==> src/sv/ffha_pkg.sv <==
// ----------------------------------------------------------------------------
// ffha_pkg
// Shared types and constants of the first-fit heap allocator.
// ----------------------------------------------------------------------------
package ffha_pkg;

    localparam int OFF_W = 28;
    localparam int SZ_W  = 29;
    localparam int ST_W  = 3;

    localparam logic [ST_W-1:0] ST_DONE      = 3'd0;
    localparam logic [ST_W-1:0] ST_ZERO_SIZE = 3'd1;
    localparam logic [ST_W-1:0] ST_NO_MEM    = 3'd2;
    localparam logic [ST_W-1:0] ST_TBL_FULL  = 3'd3;
    localparam logic [ST_W-1:0] ST_NO_BLOCK  = 3'd4;

    localparam logic OP_ALLOC = 1'b0;
    localparam logic OP_FREE  = 1'b1;

    localparam logic [31:0] HEAP_SPAN  = 32'h1000_0000;
    localparam logic [29:0] ALIGN_MASK = 30'd15;

    typedef struct packed {
        logic            free;
        logic [SZ_W-1:0]  size;
        logic [OFF_W-1:0] offset;
    } t_entry;

endpackage

==> src/sv/ffha_table.sv <==
// ----------------------------------------------------------------------------
// ffha_table
// Block table memory: one write port, one read port, registered read data.
// ----------------------------------------------------------------------------
module ffha_table #(
    parameter int DEPTH = 64
) (
    input  logic                     i_clk,
    input  logic                     i_wr_en,
    input  logic [$clog2(DEPTH)-1:0] i_wr_addr,
    input  ffha_pkg::t_entry         i_wr_data,
    input  logic [$clog2(DEPTH)-1:0] i_rd_addr,
    output ffha_pkg::t_entry         o_rd_data
);
    import ffha_pkg::*;

    t_entry r_mem [DEPTH];

    always_ff @(posedge i_clk) begin
        if (i_wr_en) begin
            r_mem[i_wr_addr] <= i_wr_data;
        end
        o_rd_data <= r_mem[i_rd_addr];
    end

endmodule

==> config.mk <==
export PLATFORM = sky130hd
export DESIGN_NAME = ffha_table
export DESIGN_NICKNAME = d
export VERILOG_FILES = /design/src/sv/ffha_pkg.sv /design/src/sv/ffha_table.sv
export SDC_FILE = /design/constraint.sdc
export NUM_CORES = 2
export LEC_CHECK = 0
export BUFFER_PORTS_ARGS = -buffer_cell sky130_fd_sc_hd__buf_2
export CORE_UTILIZATION = 35
export CTS_BUF_LIST = sky130_fd_sc_hd__clkbuf_16
export CTS_CLUSTER_SIZE = 30
export DETAILED_ROUTE_END_ITERATION = 10
export PLACE_DENSITY = 0.6
export SLEW_MARGIN = 20
export SYNTH_ARGS = -nofsm -noshare
export SYNTH_HDL_FRONTEND = slang
export SYNTH_SLANG_ARGS = --single-unit
==> constraint.sdc <==
create_clock -name i_clk -period 5.7 [get_ports i_clk]
set_clock_uncertainty 0.1 [all_clocks]
set_input_delay 1.14 -clock i_clk [delete_from_list [all_inputs] [get_ports i_clk]]
set_output_delay 1.14 -clock i_clk [all_outputs]
set_load 0.03 [all_outputs]
---- Yosys cells after proc, flatten, opt, wreduce, memory -nomap -nowiden ----
Memories as Yosys holds them, arrays and structs flattened. A register that Yosys moved wholly into a read port is not among the register bits.
Cells that the tools add are included.
storage, ports and cells
  output and inout bits ................... 58
  memories kept ........................... 1
  bits in registers ....................... 0
  logic and storage cells ................. 3
  bits in writable memories ............... 3712
memory list
  memory  depth  width  rd ports  clocked after Yosys merged registers in  write ports  line              source
  r_mem   64     58     1         1                                        1            ffha_table.sv:17  t_entry r_mem [DEPTH];
cells by class
  multiplexer cells ....................... 2
operator list
  operator          count
  1-bit 2-to-1 mux  2

---- Longest topological paths before layout ----
  depth after elaboration ................. 2
  mapped depth ............................ 9

---- Worst setup path after synthesis ----
Ideal clock, no wire load.
  kind .................................... input port to flip-flop
  from .................................... input port i_wr_addr[3]
  to ...................................... memory r_mem[48][0] (netlist bit) (enable)
  path buffers ............................ 1
  stages on the path ...................... 4
  required time ........................... 5.055 ns
  path slack .............................. -0.528 ns
  arrival ................................. 5.583 ns
  cell sequence ........................... clkbuf_1 nor2b_1 nand4b_1 nor3_1
RTL lines
  element          line              source
  start, declared  ffha_table.sv:10  input logic [$clog2(DEPTH)-1:0] i_wr_addr,
  end, declared    ffha_table.sv:17
No word-level cell before the write port.

==> flow_summary.toml <==
[synthesis]
avgSynthCellArea_um2 = 23.6
synth_top_area_share_pct = 78.9
synth_ff_type = "edfxtp_1"
async_flop_share_pct = 0
synth-warning-count = 0
synth_seq_area_share_pct = 79.7
synth_nets = 6070
netlist_top_cells_area = "edfxtp_1 (79%), mux4_2 (14%), o22ai_1 (0.95%)"
synth_top_area_cell = "edfxtp_1"
ys_types = 38
synth_edf_count = 3712
synth-seq-cells = 3770
synth_area_mm2 = 0.141
synthCells = 5998

[clock_tree]
htree_levels = 5
clk_latency_ps = 930
cts.sinks = 3770
cts_tree = "done"
hold_buffers = 0
clk_pin_slew_worst_paths_ps = 60
cts_resized = 0
post-cts-setup-buffer-count = 0
cts_buffers = 360
cts.path.max_buffers = 4
cts_root_buffer = "clkbuf_16"

[placed_design]
port_buffers = 129
gp_congestion = 0.787
postPlaceCellArea_mm2 = 0.150
dp_slack_ps = 1430
place_hpwl_mm = 224
place_inst = 11300

[routing]
wl_per_cell_um = 33.9
vias = 70000
drc = 0
wl_mm = 408
drtIter0Drc = 9578
antenna_left = 0
drt_first_pass_iters = 5
vias_per_cell = 5.82

[timing]
setup_ws_ps = 2340
setup_viol = 0
hold_violations = 0
period_share_pct = 58.9
maxSlewHeadroom_pct = 20.7
worst_slew_pin_slew_ps = 1190
report.final.slew_viol_count = 0
tns_ps = 0
rsz0062_at_grt = "false"
min_period_ps = 3360
fmax_mhz = 298

[floorplan]
rows = 232
die-area_mm2 = 0.406
start_util_pct = 35.3
ioPinCount = 130
core_area_mm2 = 0.401
dieHeight_um = 637
die_w_um = 637

[critical_path]
required_ps = 6380
worstPathBufferInverterCount = 3
crit_type = "input port to flip-flop"
reg2reg_from = "r_mem[31][3]$_DFFE_PP_"
crit_top_cell = "buf_4"
max_stage_delay_ps = 530
start_kind = "input port"
cp_cell_sequence = "buf_4, buf_4, and2_1, nand2_1, buf_4, o221ai_1, a21oi_1, o22a_1"
setup.worst_path.start = "i_rd_addr[3]"
endpoint_kind = "flip-flop"
worstPathMaxFanout = 19
slowest_stage = "nand2_1"
cp.arrival_ps = 4040
cpLargestDelayFamily = "buffers and inverters"

[global_route]
grt_pass1_wl_mm = 560
grt_max_degree = 118
antenna_found_initial = 54
grt_pass1_vias = 69300
grt_util_all_layers_pct = 19.6
gr-total-overflow = 0

[worst_hold_path]
hold_path_class = "input port to flip-flop"
min_from = "i_wr_data[25]"

[layout]
area_growth_pct = 14.7
final_common_cell = "edfxtp_1"
nNetsFinal = 6500
drive_above_1_share_pct = 28.4
finalNonFillerCells = 12000
fin_util_pct = 40.5
fin_area_mm2 = 0.162
final_cell_mix = "edfxtp_1 (3712), mux4_2 (890), clkbuf_16 (372), buf_4 (238), o22ai_1 (215)"

[outcome]
outcome = "completed"

[run]
cap_violations = 0

[power]
pwr_density_cell_mw_per_mm2 = 352
p_leak_nw = 50.1
ir_drop_uv = 246
[where the power goes]
group / switching [mW] / internal, mW / leakage, nW / total (mW)
clock: 10.2 / 13.2 / 5.91 / 23.4
combinational: 1.80 / 0.997 / 10.3 / 2.80
sequential: 0.164 / 30.7 / 33.9 / 30.9
total: 12.2 / 44.8 / 50.1 / 57.0
[kinds of logic (layout without fill, tap and decap cells)]
group | after synthesis | after routing | share of synthesized area [%]
flip-flops | 3770 | 3770 | 79.7
multiplexers | 1062 | 1062 | 15.4
AO/OA/AOI/OAI | 551 | 551 | 2.71
buffers and inverters | 341 | 1060 | 1.16
AND/OR/NAND/NOR | 274 | 274 | 0.968
other | 0 | 40 | 0
[per-layer routing]
| layer | global-route usage, % | routed length (um) |
|---|---|---|
| met3 | 3.04 | 34600 |
| met2 | 31.9 | 197000 |
| met5 | 0 | 92 |
| met4 | 7.29 | 16100 |
| met1 | 26.7 | 159000 |
[stage by stage]
| stage | hold slack [ps] | power (mW) |
|---|---|---|
| after floorplan | 644 | 32.9 |
| after global placement | 696 | 34.2 |
| after detailed placement | 726 | 34.3 |
| after CTS | 559 | 57.3 |
| after global routing | 560 | 58.4 |
| final | 585 | 57.0 |
[path summary, 6_finish.rpt]
kind              cells after the start  slack (ps)                      to
setup / recovery                      8        2340    o_rd_data[0]$_DFF_P_
hold reg to reg                       4         720   o_rd_data[36]$_DFF_P_
setup reg to reg                      4        3490    o_rd_data[3]$_DFF_P_
hold / removal                        1         580  r_mem[9][25]$_DFFE_PP_
[cell usage after synthesis (3+ instances only)]
cell and instances:
dfxtp_1 58, edfxtp_1 3712, o221ai_1 79, a221oi_1 39
and3_1 11, nor2b_1 24, buf_4 40, or3_1 3
a21oi_1 82, o22ai_1 215, mux4_2 890, buf_2 132
or2_2 6, mux2i_1 131, nand2b_1 14, and2_1 4
nor3_1 4, nand2_1 29, buf_1 20, o21ai_1 3
nor2_1 105, o21ai_0 19, nand3b_1 5, a22o_1 18
o22a_1 38, o21a_1 9, a22oi_1 35, clkbuf_1 143
nand3_1 16, buf_6 6, a211oi_1 13, nor4_1 47
mux2_2 41
[state kept, by name, indices dropped and copies added, names as in the netlist]
name	cells
r_mem	3712
o_rd_data	58
[final cells by class]
cell class,count,area [um2]
diodes,40,100
clock buffers,372,9310
clock inverters,279,2070
fillers,34700,239000
multi-input cells,1887,27600
flip-flops and latches,3770,113000
well taps,5265,6590
repair buffers,409,3800
No activity file was read; power rests on OpenSTA's default activity.
